File: src/hdl/mvma_pkg.sv
// Shared types and codes of the matrix-vector multiply-accumulate block.
package mvma_pkg;

	localparam int unsigned RegIdxW = 2;

	typedef enum logic [RegIdxW-1:0] {
		REG_ALPHA = 2'd0,
		REG_BETA  = 2'd1,
		REG_ROWS  = 2'd2,
		REG_COLS  = 2'd3
	} cfg_reg_t;

	localparam logic OP_LOAD_X = 1'b0;
	localparam logic OP_MATRIX = 1'b1;

	typedef struct packed {
		logic signed [15:0] alpha_gain;
		logic signed [15:0] beta_gain;
		logic [15:0]        row_count;
		logic [8:0]         column_count;
	} cfg_t;

	// one matrix element, classified by the front end
	typedef struct packed {
		logic signed [15:0] elem;
		logic signed [15:0] xv;
		logic signed [15:0] y;
		logic               last_col;
		logic [15:0]        row_num;
		logic               last_row;
	} op_t;

	typedef struct packed {
		logic signed [31:0] result_value;
		logic [15:0]        row_number;
		logic               saturated;
		logic               last_row;
	} res_t;

endpackage

File: src/hdl/mvma_back.sv
// Back end: multiply-accumulate pipeline, gain scaling and saturation.
module mvma_back (
	input  logic               clk,
	input  logic               arst_n,
	input  logic signed [15:0] alpha_gain,
	input  logic signed [15:0] beta_gain,
	input  logic               op_empty,
	input  mvma_pkg::op_t      op_data,
	output logic               op_pop,
	input  logic               res_full,
	output logic               res_push,
	output mvma_pkg::res_t     res_data
);
	localparam logic signed [56:0] SatMax = 57'sd2147483647;
	localparam logic signed [56:0] SatMin = -57'sd2147483648;

	logic adv;

	// stage 1: element product
	logic               valid_s1, last_col_s1, last_row_s1;
	logic signed [31:0] prod_s1;
	logic signed [15:0] y_s1;
	logic [15:0]        row_s1;

	// stage 2: row sum, beta*y
	logic               valid_s2, last_row_s2;
	logic signed [47:0] acc_q, sum_s2;
	logic signed [31:0] by_s2;
	logic [15:0]        row_s2;

	// stage 3: partial products of alpha*sum
	logic               valid_s3, last_row_s3;
	logic signed [39:0] ph_s3;
	logic signed [40:0] pl_s3;
	logic signed [31:0] by_s3;
	logic [15:0]        row_s3;

	// stage 4: full alpha*sum
	logic               valid_s4, last_row_s4;
	logic signed [63:0] scaled_s4;
	logic signed [31:0] by_s4;
	logic [15:0]        row_s4;

	logic signed [47:0] acc_next;
	logic signed [56:0] total;
	logic               sat_hi, sat_lo;

	assign adv      = !(valid_s4 && res_full);
	assign op_pop   = adv && !op_empty;
	assign acc_next = acc_q + {{16{prod_s1[31]}}, prod_s1};

	always_ff @(posedge clk) begin
		if (adv) begin
			prod_s1     <= op_data.elem * op_data.xv;
			y_s1        <= op_data.y;
			last_col_s1 <= op_data.last_col;
			last_row_s1 <= op_data.last_row;
			row_s1      <= op_data.row_num;

			sum_s2      <= acc_next;
			by_s2       <= beta_gain * y_s1;
			row_s2      <= row_s1;
			last_row_s2 <= last_row_s1;

			ph_s3       <= alpha_gain * $signed(sum_s2[47:24]);
			pl_s3       <= alpha_gain * $signed({1'b0, sum_s2[23:0]});
			by_s3       <= by_s2;
			row_s3      <= row_s2;
			last_row_s3 <= last_row_s2;

			scaled_s4   <= $signed({ph_s3, 24'b0}) + {{23{pl_s3[40]}}, pl_s3};
			by_s4       <= by_s3;
			row_s4      <= row_s3;
			last_row_s4 <= last_row_s3;
		end
	end

	always_ff @(posedge clk or negedge arst_n) begin
		if (!arst_n) begin
			valid_s1 <= 1'b0;
			valid_s2 <= 1'b0;
			valid_s3 <= 1'b0;
			valid_s4 <= 1'b0;
			acc_q    <= '0;
		end else if (adv) begin
			valid_s1 <= !op_empty;
			valid_s2 <= valid_s1 && last_col_s1;
			valid_s3 <= valid_s2;
			valid_s4 <= valid_s3;
			if (valid_s1)
				acc_q <= last_col_s1 ? '0 : acc_next;
		end
	end

	// arithmetic shift right floors, giving Q16.16
	always_comb begin
		total  = {scaled_s4[63], scaled_s4[63:8]} + {{25{by_s4[31]}}, by_s4};
		sat_hi = (total > SatMax);
		sat_lo = (total < SatMin);
	end

	assign res_push              = valid_s4;
	assign res_data.result_value = sat_hi ? 32'sh7fffffff :
	                               sat_lo ? 32'sh80000000 : total[31:0];
	assign res_data.row_number   = row_s4;
	assign res_data.saturated    = sat_hi || sat_lo;
	assign res_data.last_row     = last_row_s4;

endmodule

File: config.mk
export PLATFORM = sky130hd
export DESIGN_NAME = mvma_back
export DESIGN_NICKNAME = d
export VERILOG_FILES = /design/src/hdl/mvma_pkg.sv /design/src/hdl/mvma_back.sv
export SDC_FILE = /design/constraint.sdc
export NUM_CORES = 2
export LEC_CHECK = 0
export BUFFER_PORTS_ARGS = -buffer_cell sky130_fd_sc_hd__buf_2
export CELL_PAD_IN_SITES_DETAIL_PLACEMENT = 0
export CELL_PAD_IN_SITES_GLOBAL_PLACEMENT = 1
export CORE_AREA = 2 2 389 391
export DETAILED_ROUTE_END_ITERATION = 10
export DIE_AREA = 0 0 391 393
export GPL_ROUTABILITY_DRIVEN = 0
export PLACE_DENSITY_LB_ADDON = 0.08
export SYNTH_ARGS = -nofsm -noshare
export SYNTH_HDL_FRONTEND = slang
export SYNTH_SLANG_ARGS = --single-unit
File: constraint.sdc
create_clock -name clk -period 25.6 [get_ports clk]
set_input_delay 2.56 -clock clk [delete_from_list [all_inputs] [get_ports clk]]
set_output_delay 2.56 -clock clk [all_outputs]
set_load 0.03 [all_outputs]
==> flow_metrics.py <==
metrics = {
    "synthesis": {
        "syn_area_per_cell_um2": 9.79,
        "synth_xor_xnor_area_share_pct": 3.33,
        "synth_area_leader_cell": "fa_1",
        "async_reset_ff_share_pct": 11.8,
        "synth-edff-count": 390,
        "synth_cells": 6845,
        "synth-main-ff-cell": "edfxtp_1",
        "ys_types": 80,
        "synth_area_um2": 67000,
        "synth_adder_area_share_pct": 46.1,
        "syn_nets": 8692,
        "yosys_register_bits": 442,
        "synthTopCellsByArea": "fa_1, edfxtp_1, ha_1",
        "synth_top_cell_area_share_pct": 36.0,
        "synth_top_family_by_area": "adder cells",
        "synthSimpleGateAreaFrac_pct": 13.6,
        "synth_seq_area_share_pct": 19.4,
        "synth_mux_area_share_pct": 0.0952,
        "synth-compound-area-share_pct": 7.88,
        "ys.warnings.count": 0,
    },
    "timing": {
        "clock_skew_ns": 0.0300,
        "period_share_pct": 37.7,
        "rsz0062_at_grt": "no",
        "hold_viol_final": 0,
        "maxSlewViolCount": 0,
        "fin_crit_ns": 9.64,
        "worst_pin_slew_ns": 1.15,
        "setup_violations": 0,
        "tns_ns": 0,
        "slew-limit-headroom_pct": 23.6,
        "clock.fmax_ghz": 0.104,
    },
    "floorplanning": {
        "die_h_um": 393,
        "placementRows": 142,
        "start_util_pct": 44.9,
        "core_area_um2": 149000,
        "chipWidth_um": 391,
        "ios": 154,
        "die-area_um2": 154000,
    },
    "hold_path": {
        "min_to": "row_s2[11]$_DFFE_PN_",
        "min_delay_path_depth": 0,
        "min_from": "row_s1[11]$_DFFE_PN_",
        "hold_path.class": "reg2reg",
    },
    "clocking": {
        "hold_buffers": 0,
        "clock_latency_ns": 0.64,
        "cts_buffers": 51,
        "cts-htree-levels": 2,
        "clock-sinks": 442,
        "post-cts-setup-buffer-count": 0,
        "clkTransAtPathRegs_ns": 0.07,
        "cts_max_path_buffers": 3,
        "cts_root_buf": "clkbuf_16",
        "ctsResizeCount": 0,
        "cts_tree": "yes",
    },
    "drt": {
        "drtAntennaViolNets": 0,
        "drtIter0Drc": 2250,
        "routed_wl_um": 168000,
        "drc": 0,
        "wl_per_cell_um": 19.1,
        "first_pass_iters": 7,
        "via_count": 45600,
        "via_per_inst": 5.17,
    },
    "worst_setup_path": {
        "crit_arrival_ns": 10.03,
        "end_kind": "register",
        "critPathKind": "in2reg",
        "cp_max_fo": 22,
        "required_ns": 25.99,
        "r2r_slack_ns": 17.78,
        "r2r_end": "ph_s3[39]$_DFFE_PN_",
        "ff2ff_path_depth": 25,
        "rr_startpoint": "sum_s2[37]$_DFFE_PN_",
        "critPathLaunchType": "input port",
    },
    "run_status": {
        "status": "finished, final reports clean",
    },
    "cells_and_area": {
        "fin_nets": 8686,
        "layout_commonest_cell": "inv_1",
        "drive_gt1_share_pct": 4.29,
        "synthToLayoutAreaGrowth_pct": 6.45,
        "layout_common_cells": "inv_1, fa_1, nand2_1, ha_1, and2_1",
        "fillCellCount": 14200,
    },
    "global_routing": {
        "overflow": 0,
        "grt_max_degree": 81,
        "grt_pass1_wl_um": 278000,
        "grt_pass1_vias": 49600,
        "grt_util_all_layers_pct": 23.0,
        "antenna_found_initial": 3,
    },
    "place": {
        "hpwl_um": 133000,
        "portBuffers": 153,
    },
    "job": {
        "drv_cap": 0,
    },
}
worst max path at each step:
| stage | from | cells after the start | slack [ns] | end |
|---|---|---|---|---|
| floorplan | res_full | 5 | 12.16 | acc_q[10]$_DFFE_PN0P_ |
| global placement | alpha_gain[15] | 26 | 15.31 | ph_s3[39]$_DFFE_PN_ |
| detailed placement | alpha_gain[15] | 26 | 15.26 | ph_s3[39]$_DFFE_PN_ |
| CTS | alpha_gain[15] | 26 | 15.92 | ph_s3[39]$_DFFE_PN_ |
| global route | alpha_gain[15] | 26 | 15.47 | ph_s3[39]$_DFFE_PN_ |
| finish | alpha_gain[15] | 26 | 15.96 | ph_s3[39]$_DFFE_PN_ |
Yosys cell counts, types with 35 or more instances:
| master | number |
|---|---|
| nor3_1 | 48 |
| xnor2_1 | 176 |
| ha_1 | 539 |
| o21ai_0 | 110 |
| o21bai_1 | 35 |
| and2_1 | 525 |
| nor2_1 | 208 |
| nand2_1 | 834 |
| a22o_1 | 42 |
| inv_1 | 1473 |
| xor2_1 | 79 |
| a21o_1 | 127 |
| o21a_1 | 35 |
| clkbuf_1 | 228 |
| a21oi_1 | 236 |
| nand3_1 | 53 |
| nand2b_1 | 58 |
| fa_1 | 1206 |
| dfrtp_1 | 52 |
| edfxtp_1 | 390 |
layer usage:
metal	wire length, µm	part of all wire [%]	global-route usage [%]
met2	82200	49	39.6
met5	0	0	0
met3	5060	3.0	1.69
met1	77100	46	31.7
met4	3960	2.4	5.53
final cells by class:
type	instances	area (µm²)	share of cell area (%)
multi-input cells	4690	47600	66.7
flip-flops and latches	442	13000	18.2
inverters	1475	5540	7.76
well taps	1944	2430	3.41
clock buffers	60	1340	1.88
repair buffers	179	961	1.35
clock inverters	33	472	0.661
diodes	1	2.50	0.00351
kinds of logic (layout without fill, tap and decap cells):
family	count (synthesis)	in the layout
multiplexers	6	6
AO/OA/AOI/OAI	802	802
adder cells (fa/ha/maj)	1745	1745
buffers and inverters	1713	1747
XOR/XNOR	255	255
flip-flops	442	442
other	0	1
AND/OR/NAND/NOR	1882	1882
metrics by stage:
stage               hold WS [ns]  worst slack (ns)  cell area (µm²)  util [%]  std cells
floorplan                  0.400             12.16            67000         -       6845
global placement           0.401             15.31            69500      46.6       8730
detailed placement         0.405             15.26            69500      46.6       8730
CTS                        0.411             15.92            71400      47.8       8823
global route               0.420             15.47            71400      47.8       8823
finish                     0.413             15.96            71400      47.8       8824
critical path: stages:
cell       delay [ns]
buf_2            0.08
buf_4            0.31
clkinv_1         0.58
buf_4            0.46
nor2_1           0.20
fa_1             0.46
fa_1             0.46
fa_1             0.53
fa_1             0.45
fa_1             0.50
inv_1            0.05
fa_1             0.47
inv_1            0.04
ha_1             0.32
a21o_1           0.18
a21o_1           0.17
a221oi_1         0.33
a21oi_1          0.11
nor3b_1          0.39
a2bb2oi_1        0.39
a21oi_1          0.16
nand4_1          0.19
a31oi_1          0.15
a21o_1           0.20
a21oi_1          0.16
xnor2_1          0.08
registers in the layout, summed over array words and instances, names as in the netlist, 16 cells and up:
name / flops
sum_s2: 48
row_s2: 16
acc_q: 48
ph_s3: 40
y_s1: 16
by_s4: 32
pl_s3: 33
by_s3: 32
prod_s1: 32
by_s2: 32
scaled_s4: 56
row_s1: 16
row_s4: 16
row_s3: 16
Power is left out: the tool's default activity adds up to more than one toggle a clock period on the data nets, which glitch-free logic cannot reach.
