$ cat config.mk
export PLATFORM = sky130hd
export DESIGN_NAME = mvma_fifo
export DESIGN_NICKNAME = d
export VERILOG_FILES = /design/src/hdl/mvma_fifo.sv
export SDC_FILE = /design/constraint.sdc
export NUM_CORES = 1
export LEC_CHECK = 0
export BUFFER_PORTS_ARGS = -buffer_cell sky130_fd_sc_hd__buf_2
export CAP_MARGIN = 20
export CORE_ASPECT_RATIO = 1.5
export CORE_MARGIN = 3
export CORE_UTILIZATION = 40
export DETAILED_ROUTE_END_ITERATION = 7
export PLACE_DENSITY = 0.55
export REMOVE_ABC_BUFFERS = 1
export SYNTH_ARGS = -nofsm -noshare
export SYNTH_HDL_FRONTEND = slang
export SYNTH_SLANG_ARGS = --single-unit
$ cat constraint.sdc
create_clock -name clk -period 4.7 [get_ports clk]
set_input_delay 0.47 -clock clk [delete_from_list [all_inputs] [get_ports clk]]
set_output_delay 0.47 -clock clk [all_outputs]
set_load 0.005 [all_outputs]
$ cat src/hdl/mvma_fifo.sv
// Small synchronous queue built from registers.
module mvma_fifo #(
	parameter int W     = 8,
	parameter int DEPTH = 4
) (
	input  logic         clk,
	input  logic         arst_n,
	input  logic         push,
	input  logic [W-1:0] din,
	output logic         full,
	input  logic         pop,
	output logic [W-1:0] dout,
	output logic         empty
);
	localparam int AW = $clog2(DEPTH);

	logic [W-1:0] mem_q [DEPTH];
	logic [AW-1:0] wptr_q, rptr_q;
	logic [AW:0]   count_q;
	logic          do_push, do_pop;

	assign full    = (count_q == (AW+1)'(DEPTH));
	assign empty   = (count_q == '0);
	assign do_push = push && !full;
	assign do_pop  = pop && !empty;
	assign dout    = mem_q[rptr_q];

	always_ff @(posedge clk) begin
		if (do_push)
			mem_q[wptr_q] <= din;
	end

	always_ff @(posedge clk or negedge arst_n) begin
		if (!arst_n) begin
			wptr_q  <= '0;
			rptr_q  <= '0;
			count_q <= '0;
		end else begin
			if (do_push)
				wptr_q <= (wptr_q == AW'(DEPTH-1)) ? '0 : wptr_q + AW'(1);
			if (do_pop)
				rptr_q <= (rptr_q == AW'(DEPTH-1)) ? '0 : rptr_q + AW'(1);
			if (do_push && !do_pop)
				count_q <= count_q + (AW+1)'(1);
			else if (do_pop && !do_push)
				count_q <= count_q - (AW+1)'(1);
		end
	end

endmodule

==> flow_summary.ini, run 1 <==
[pwr]
power.share.combinational = 0.290
power_density_nw_per_um2 = 616
cellLeakagePower_nw = 0.709
switching_share = 0.283
cell_internal_pwr_uw = 824
power.share.sequential = 0.480
vdd_ir_drop_max_mv = 0.406
net-switching-power_uw = 325
power.share.clock = 0.231

[yosys]
ys_seq_elements = 39
synth_top_flop_cell = sky130_fd_sc_hd__edfxtp_1
post_synth_fa_ha_maj_area_fraction = 0.0587
synth-compound-area-share = 0
share_of_synthesized_cell_area_in_and_or_nand_and_nor_gates = 0.0541
synth-seq-area-share = 0.701
synthMuxAreaShare = 0.151
syn_area_sq_um = 1620
ys_types = 19
yosys_warnings = 0
synthesis.instances = 79
synth_xor_area_frac = 0.0162
synth_enable_flop_cells = 32
main_combinational_cell_family_by_area_after_synthesis = multiplexers
asyncSetResetFlopFracSynth = 0.179
synthesis.area_per_instance_sq_um = 20.5

[layout]
layout.core_utilization = 0.493
final.fill_count = 334
syn2layout_area_growth_pct = 15.2
antenna_cells_inserted = 0
layout.cells.non_filler = 148
layout.nets = 123
drive_gt1_frac = 0.457

[timing]
finalWorstPathRequiredPeriod_ns = 2.21
hold-worst-slack_ns = 0.00966
finalSetupTns_ns = 0
clock-skew-final_ns = 0.00632
hold_viol = 0
setup_viol = 0
timing.fmax_ghz = 0.453
period_share = 0.470
slew_violations = 0
rsz0062_at_grt = false
worst_slew_margin_rel = 0.587
max_slew.worst_pin.slew_ns = 0.620

[clock_network]
h-tree-depth = 2
clock_path_buffers = 2
tritoncts = built
cts_repair_resize_count = 0
cts.root.buffer_cell = sky130_fd_sc_hd__clkbuf_8
worst_skew_pair.late_latency_ns = 0.29
cts_num_sinks = 39
postCtsSetupRepairBufs = 0
number_of_cts_inserted_buffers = 5
clock_slew_at_the_register_clock_pins_of_the_worst_setup_and_hold_paths_ns = 0.07
postCtsHoldBufs = 0

[drt]
routed_wire_length_mm = 2.44
drt_pass1_iterations = 3
drt-initial-drc-count = 19
drt-wirelength-per-cell_um = 16.5
viasPerCell = 5.15
via_count = 762
post-route-drc-count = 0
ant_nets = 0

[floorplan]
floorplan.rows = 27
floorplan.initialDensity = 0.428
die_boundary_height_um = 84.0
die_width_um = 58.0
die_area_sq_um = 4870
pin_count = 22
floorplan.core_area_sq_um = 3780

[job]
cap_violations = 0

[grt]
first_global_vias = 830
pin_count_of_the_biggest_net_entering_global_routing = 13
track_usage = 0.112
globalRouteOverflowTotal = 0
global_route_wire_length_before_repair_mm = 3.92
initial_antenna_violation_count = 0

[critical_path]
critical_path.n_buffers_inverters = 1
worstSetupPathType = reg2out
worstSetupEndpointType = primary output
cp-start-kind = register
critical-path-max-stage-delay_ns = 0.74
cpLargestDelayFamily = flip-flops
critical_path.cell_chain = mux4_2 -> buf_2
worst-path-max-fanout = 11
slowest_stage = sky130_fd_sc_hd__dfrtp_1
worst-endpoint-arrival_ns = 1.74
cp_data_required_time_ns = 4.23

[placement]
io_port_bufs = 21
place.detailed.hpwl_mm = 1.70
gp_congestion = 0.727
post-place-cells = 140

[hold_path]
hold_path.class = in2async

[run_status]
outcome = complete, no violations
[per-layer routing]
layer | vias up | track usage | wire (um)
li1 | 351 | - | -
met1 | 388 | 0.117 | 931
met2 | 18 | 0.194 | 1340
met3 | 5 | 0.0356 | 110
met4 | 0 | 0.0570 | 61
met5 | - | 0 | 0
[cells in the mapped netlist (2+ instances only)]
master / count / share of area
sky130_fd_sc_hd__inv_1: 3 / 0.0069
sky130_fd_sc_hd__and2_2: 4 / 0.019
sky130_fd_sc_hd__xor2_1: 2 / 0.011
sky130_fd_sc_hd__edfxtp_1: 32 / 0.59
sky130_fd_sc_hd__ha_1: 6 / 0.046
sky130_fd_sc_hd__mux4_2: 8 / 0.11
sky130_fd_sc_hd__mux2_2: 3 / 0.021
sky130_fd_sc_hd__nor2_1: 3 / 0.0069
sky130_fd_sc_hd__dfrtp_1: 7 / 0.11
sky130_fd_sc_hd__mux2_4: 2 / 0.019
[flip-flops by register name, summed over array words and instances, names as in the netlist]
name and count:
count_q 3, wptr_q 2, mem_q 32, rptr_q 2
[power groups by stage]
stage / Sequential (mW) / Clock (mW) / Combinational, mW
floorplan: 0.536 / 0 / 0.241
global placement: 0.560 / 0 / 0.332
detailed placement: 0.562 / 0 / 0.343
CTS: 0.555 / 0.273 / 0.343
global route: 0.565 / 0.288 / 0.368
finish: 0.551 / 0.265 / 0.333
[through the flow]
stage	instance area, sq um	power, mW	worst slack, ns
after global placement	1760	0.891	2.75
after floorplan	1600	0.777	2.76
after CTS	1870	1.17	2.45
after detailed placement	1760	0.905	2.68
after global routing	1870	1.22	2.38
final	1870	1.15	2.49
[logic make-up after synthesis]
kind of cell	Yosys count
xor gates and xnor gates	3
and+or+nand+nor	11
adders and majority gates	7
DFF	39
muxes	13
buffers and inverters	6
[layout make-up]
cell class,instances,area (sq um),area share
timing repair buffer,21,105,0.0563
inverter,3,11.3,0.00603
multi-input combinational,34,453,0.243
clock inverter,3,38.8,0.0208
sequential,39,1140,0.609
tap,43,53.8,0.0288
clock buffer,5,68.8,0.0369
[final timing paths]
kind	start	endpoint	slack [ns]	cells after the start
hold reg to reg	count_q[2]$_DFFE_PN0P_	count_q[2]$_DFFE_PN0P_	0.51	1
setup reg to reg	count_q[2]$_DFFE_PN0P_	count_q[2]$_DFFE_PN0P_	2.70	8
min in group clk	din[5]	mem_q[3][5]$_DFFE_PP_	0.40	1
max in group asynchronous	arst_n	count_q[2]$_DFFE_PN0P_	4.52	1
hold / removal	arst_n	wptr_q[0]$_DFFE_PN0P_	0.01	1
setup / recovery	rptr_q[0]$_DFFE_PN0P_	dout[4]	2.49	2
[placed cells by master (no fill, tap or decap)]
master                      count
sky130_fd_sc_hd__edfxtp_1      32
sky130_fd_sc_hd__mux4_2         8
sky130_fd_sc_hd__buf_2         21
sky130_fd_sc_hd__xnor2_1        1
sky130_fd_sc_hd__ha_1           6
sky130_fd_sc_hd__mux2_2         3
sky130_fd_sc_hd__and2_2         4
sky130_fd_sc_hd__dfrtp_1        7
sky130_fd_sc_hd__xor2_1         2
sky130_fd_sc_hd__nor2_1         3
sky130_fd_sc_hd__nand2b_4       1
sky130_fd_sc_hd__mux2_4         2
sky130_fd_sc_hd__clkinv_1       1
sky130_fd_sc_hd__nor3b_4        1
sky130_fd_sc_hd__clkbuf_8       5
sky130_fd_sc_hd__inv_1          3
sky130_fd_sc_hd__bufinv_16      1
sky130_fd_sc_hd__clkinv_2       1
sky130_fd_sc_hd__fa_1           1
sky130_fd_sc_hd__nor3_1         1
sky130_fd_sc_hd__nor2b_2        1
Note: power is estimated with default switching activity, not from simulation.
==> inputs of run 2 (changes only) <==
--- a/config.mk
+++ b/config.mk
@@ -5,13 +5,14 @@
 export SDC_FILE = /design/constraint.sdc
 export NUM_CORES = 1
 export LEC_CHECK = 0
+export ABC_AREA = 1
 export BUFFER_PORTS_ARGS = -buffer_cell sky130_fd_sc_hd__buf_2
 export CAP_MARGIN = 20
 export CORE_ASPECT_RATIO = 1.5
 export CORE_MARGIN = 3
 export CORE_UTILIZATION = 40
 export DETAILED_ROUTE_END_ITERATION = 7
-export PLACE_DENSITY = 0.55
+export PLACE_DENSITY = 0.57
 export REMOVE_ABC_BUFFERS = 1
 export SYNTH_ARGS = -nofsm -noshare
 export SYNTH_HDL_FRONTEND = slang
==> constraint.sdc (replaced) <==
create_clock -name clk -period 1.8 [get_ports clk]
set_input_delay 0.18 -clock clk [delete_from_list [all_inputs] [get_ports clk]]
set_output_delay 0.18 -clock clk [all_outputs]
set_load 0.005 [all_outputs]
==> flow_summary.ini, run 2 <==
[critical_path]
critical_path.n_buffers_inverters = 3
cpLargestDelayFamily = adder cells
critical_path.cell_chain = inv_2 -> nand3_2 -> nand2_2 -> ha_4 -> inv_2 -> fa_2 -> inv_1 -> nand2_1 -> nand4_1 -> nand2_1
cp_data_required_time_ns = 1.97
worst-path-max-fanout = 4
worst-endpoint-arrival_ns = 1.91
worstSetupPathType = reg2reg
cp-start-kind = register
critical-path-max-stage-delay_ns = 0.41
slowest_stage = sky130_fd_sc_hd__dfrtp_1
worstSetupEndpointType = register

[hold_path]
hold_path.class = in2reg

[yosys]
synthesis.area_per_instance_sq_um = 11.4
synth_top_area_frac = 0.546
synth_top_flop_cell = sky130_fd_sc_hd__edfxtp_1
synth_xor_area_frac = 0.00498
yosys_warnings = 0
synth.top_cells.by_area = sky130_fd_sc_hd__edfxtp_1 (55%), sky130_fd_sc_hd__dfrtp_1 (10%), sky130_fd_sc_hd__nand2_1 (8.1%)
post_synth_fa_ha_maj_area_fraction = 0.0541
synthesis.instances = 154
synth-compound-area-share = 0.0740
ys_types = 16
main_combinational_cell_family_by_area_after_synthesis = simple AND/OR/NAND/NOR gates
synth-seq-area-share = 0.646
asyncSetResetFlopFracSynth = 0.179
synthDominantAreaCellType = sky130_fd_sc_hd__edfxtp_1
yosysMostFrequentCell = sky130_fd_sc_hd__nand2_1
share_of_synthesized_cell_area_in_and_or_nand_and_nor_gates = 0.121
synth_enable_flop_cells = 32
ys_top_cells_by_count = sky130_fd_sc_hd__nand2_1 (38), sky130_fd_sc_hd__edfxtp_1 (32), sky130_fd_sc_hd__inv_1 (31)
syn_area_sq_um = 1760
synthMuxAreaShare = 0
ys_seq_elements = 39

[layout]
layout.cells.non_filler = 235
layout.nets = 208
reg.largest.list = mem_q (32), count_q (3)
antenna_cells_inserted = 0
final_common_cell = sky130_fd_sc_hd__nand2_1
max_flop_register = mem_q
largest_register_ffs = 32
drive_gt1_frac = 0.253
final.fill_count = 363
syn2layout_area_growth_pct = 17.9
multiInputGateArea_sq_um = 472
final_cell_mix = sky130_fd_sc_hd__nand2_1 (36), sky130_fd_sc_hd__edfxtp_1 (32), sky130_fd_sc_hd__inv_1 (28)
seqCellArea_sq_um = 1140

[clock_network]
clock_path_buffers = 2
h-tree-depth = 2
cts.root.buffer_cell = sky130_fd_sc_hd__clkbuf_8
cts_num_sinks = 39
tritoncts = built
worst_skew_pair.late_latency_ns = 0.28
number_of_cts_inserted_buffers = 5
clock_slew_at_the_register_clock_pins_of_the_worst_setup_and_hold_paths_ns = 0.07

[drt]
ant_nets = 0
drt-initial-drc-count = 17
post-route-drc-count = 0
routed_wire_length_mm = 3.16
viasPerCell = 4.85
drt_pass1_iterations = 6
drt-wirelength-per-cell_um = 13.4
via_count = 1140

[floorplan]
pin_count = 22
floorplan.rows = 28
die_area_sq_um = 5250
floorplan.core_area_sq_um = 4100
die_boundary_height_um = 87.2
floorplan.initialDensity = 0.429
die_width_um = 60.1

[timing]
timing.fmax_ghz = 0.577
period_share = 0.963
finalWorstPathRequiredPeriod_ns = 1.73
clock-skew-final_ns = 0.00266
worst_slew_margin_rel = 0.783
max_slew.worst_pin.slew_ns = 0.325
hold_viol = 0
slew_violations = 0
setup_viol = 0

[placement]
post-place-cells = 223
gp_congestion = 0.804
io_port_bufs = 21
place.detailed.hpwl_mm = 2.21

[grt]
grt_busiest_layer = met2
first_global_vias = 1118
groute.layer.met1.usage = 0.147
initial_antenna_violation_count = 0
global_route_wire_length_before_repair_mm = 5.22
grt_use_met3 = 0.0430
globalRouteOverflowTotal = 0
globalRouteMet2Util = 0.239
track_usage = 0.142
pin_count_of_the_biggest_net_entering_global_routing = 29

[pwr]
power_density_nw_per_um2 = 1540
switching_share = 0.356
power.share.sequential = 0.415
power.share.clock = 0.166
cell_internal_pwr_mw = 2.06
overall_power_mw = 3.19
power.share.combinational = 0.418
net-switching-power_mw = 1.14
vdd_ir_drop_max_mv = 0.889
cellLeakagePower_nw = 0.932

[run_status]
outcome = complete, no violations

[job]
cap_violations = 0
-- run 2: cell count changes after synthesis, sizes merged, moves of 4 or more --
cell,previous run,this run
o211ai,0,16
mux2,5,0
nand2,0,39
mux4,8,0
and2,4,0
nand3,0,7
inv,3,32
-- run 2: cell families (layout without fill, tap and decap cells) --
logic type	Yosys count	after routing
DFF	39	39
AOI/OAI and AO/OA	17	17
and+or+nand+nor	53	53
buffers and inverters	37	73
adders and majority gates	7	7
xor gates and xnor gates	1	1
-- run 2: routing by layer --
| layer | part of all wire | routed length (um) | vias up |
|---|---|---|---|
| li1 | - | - | 576 |
| met1 | 0.39 | 1220 | 527 |
| met2 | 0.54 | 1720 | 26 |
| met3 | 0.042 | 134 | 11 |
| met4 | 0.026 | 82 | 0 |
| met5 | 0 | 0 | - |
-- run 2: area by class of cell --
class / instances / share of cell area
Sequential cell: 39 / 0.548
Tap cell: 45 / 0.0271
Timing Repair Buffer: 33 / 0.101
Multi-Input combinational cell: 78 / 0.227
Clock inverter: 2 / 0.00362
Inverter: 32 / 0.0579
Clock buffer: 6 / 0.0350
-- run 2: worst paths after layout --
kind / depth (start not counted) / slack [ns] / endpoint / start
min in group asynchronous: 2 / 0.26 / count_q[0]$_DFFE_PN0P_ / arst_n
max reg2reg: 10 / 0.07 / count_q[2]$_DFFE_PN0P_ / count_q[2]$_DFFE_PN0P_
max: 10 / 0.07 / count_q[2]$_DFFE_PN0P_ / count_q[2]$_DFFE_PN0P_
min reg2reg: 2 / 0.54 / wptr_q[1]$_DFFE_PN0P_ / wptr_q[1]$_DFFE_PN0P_
max in group asynchronous: 2 / 1.38 / wptr_q[0]$_DFFE_PN0P_ / arst_n
min: 1 / 0.10 / mem_q[3][1]$_DFFE_PP_ / din[1]
-- run 2: power groups by stage --
stage	Clock, mW	Sequential (mW)	Combinational (mW)
final	0.531	1.33	1.34
after floorplan	0	1.40	0.654
after global routing	0.592	1.36	1.52
after global placement	0	1.34	1.17
after CTS	0.549	1.33	1.29
after detailed placement	0	1.36	1.24
-- run 2: through the flow --
step            util  hold slack [ns]  setup slack, ns  TNS (ns)  area (sq um)
2_1_floorplan      -           -0.116            0.107         0          1700
6_report       0.506            0.103           0.0658         0          2070
3_3_place_gp   0.473           0.0190            0.117         0          1940
3_5_place_dp   0.473           0.0275          -0.0697   -0.0697          1940
5_1_grt        0.506            0.100          -0.0145   -0.0145          2070
4_1_cts        0.499           0.0934           0.0175         0          2040
-- run 2: repair_timing --
| action | 4_1_cts | 5_1_grt |
|---|---|---|
| setup endpoints to repair | 2 | 2 |
| hold endpoints to repair | 7 | 0 |
| resized for setup | 5 | 4 |
| pin swaps | 0 | 1 |
| setup buffers | 1 | 2 |
| hold buffers | 1 | 0 |
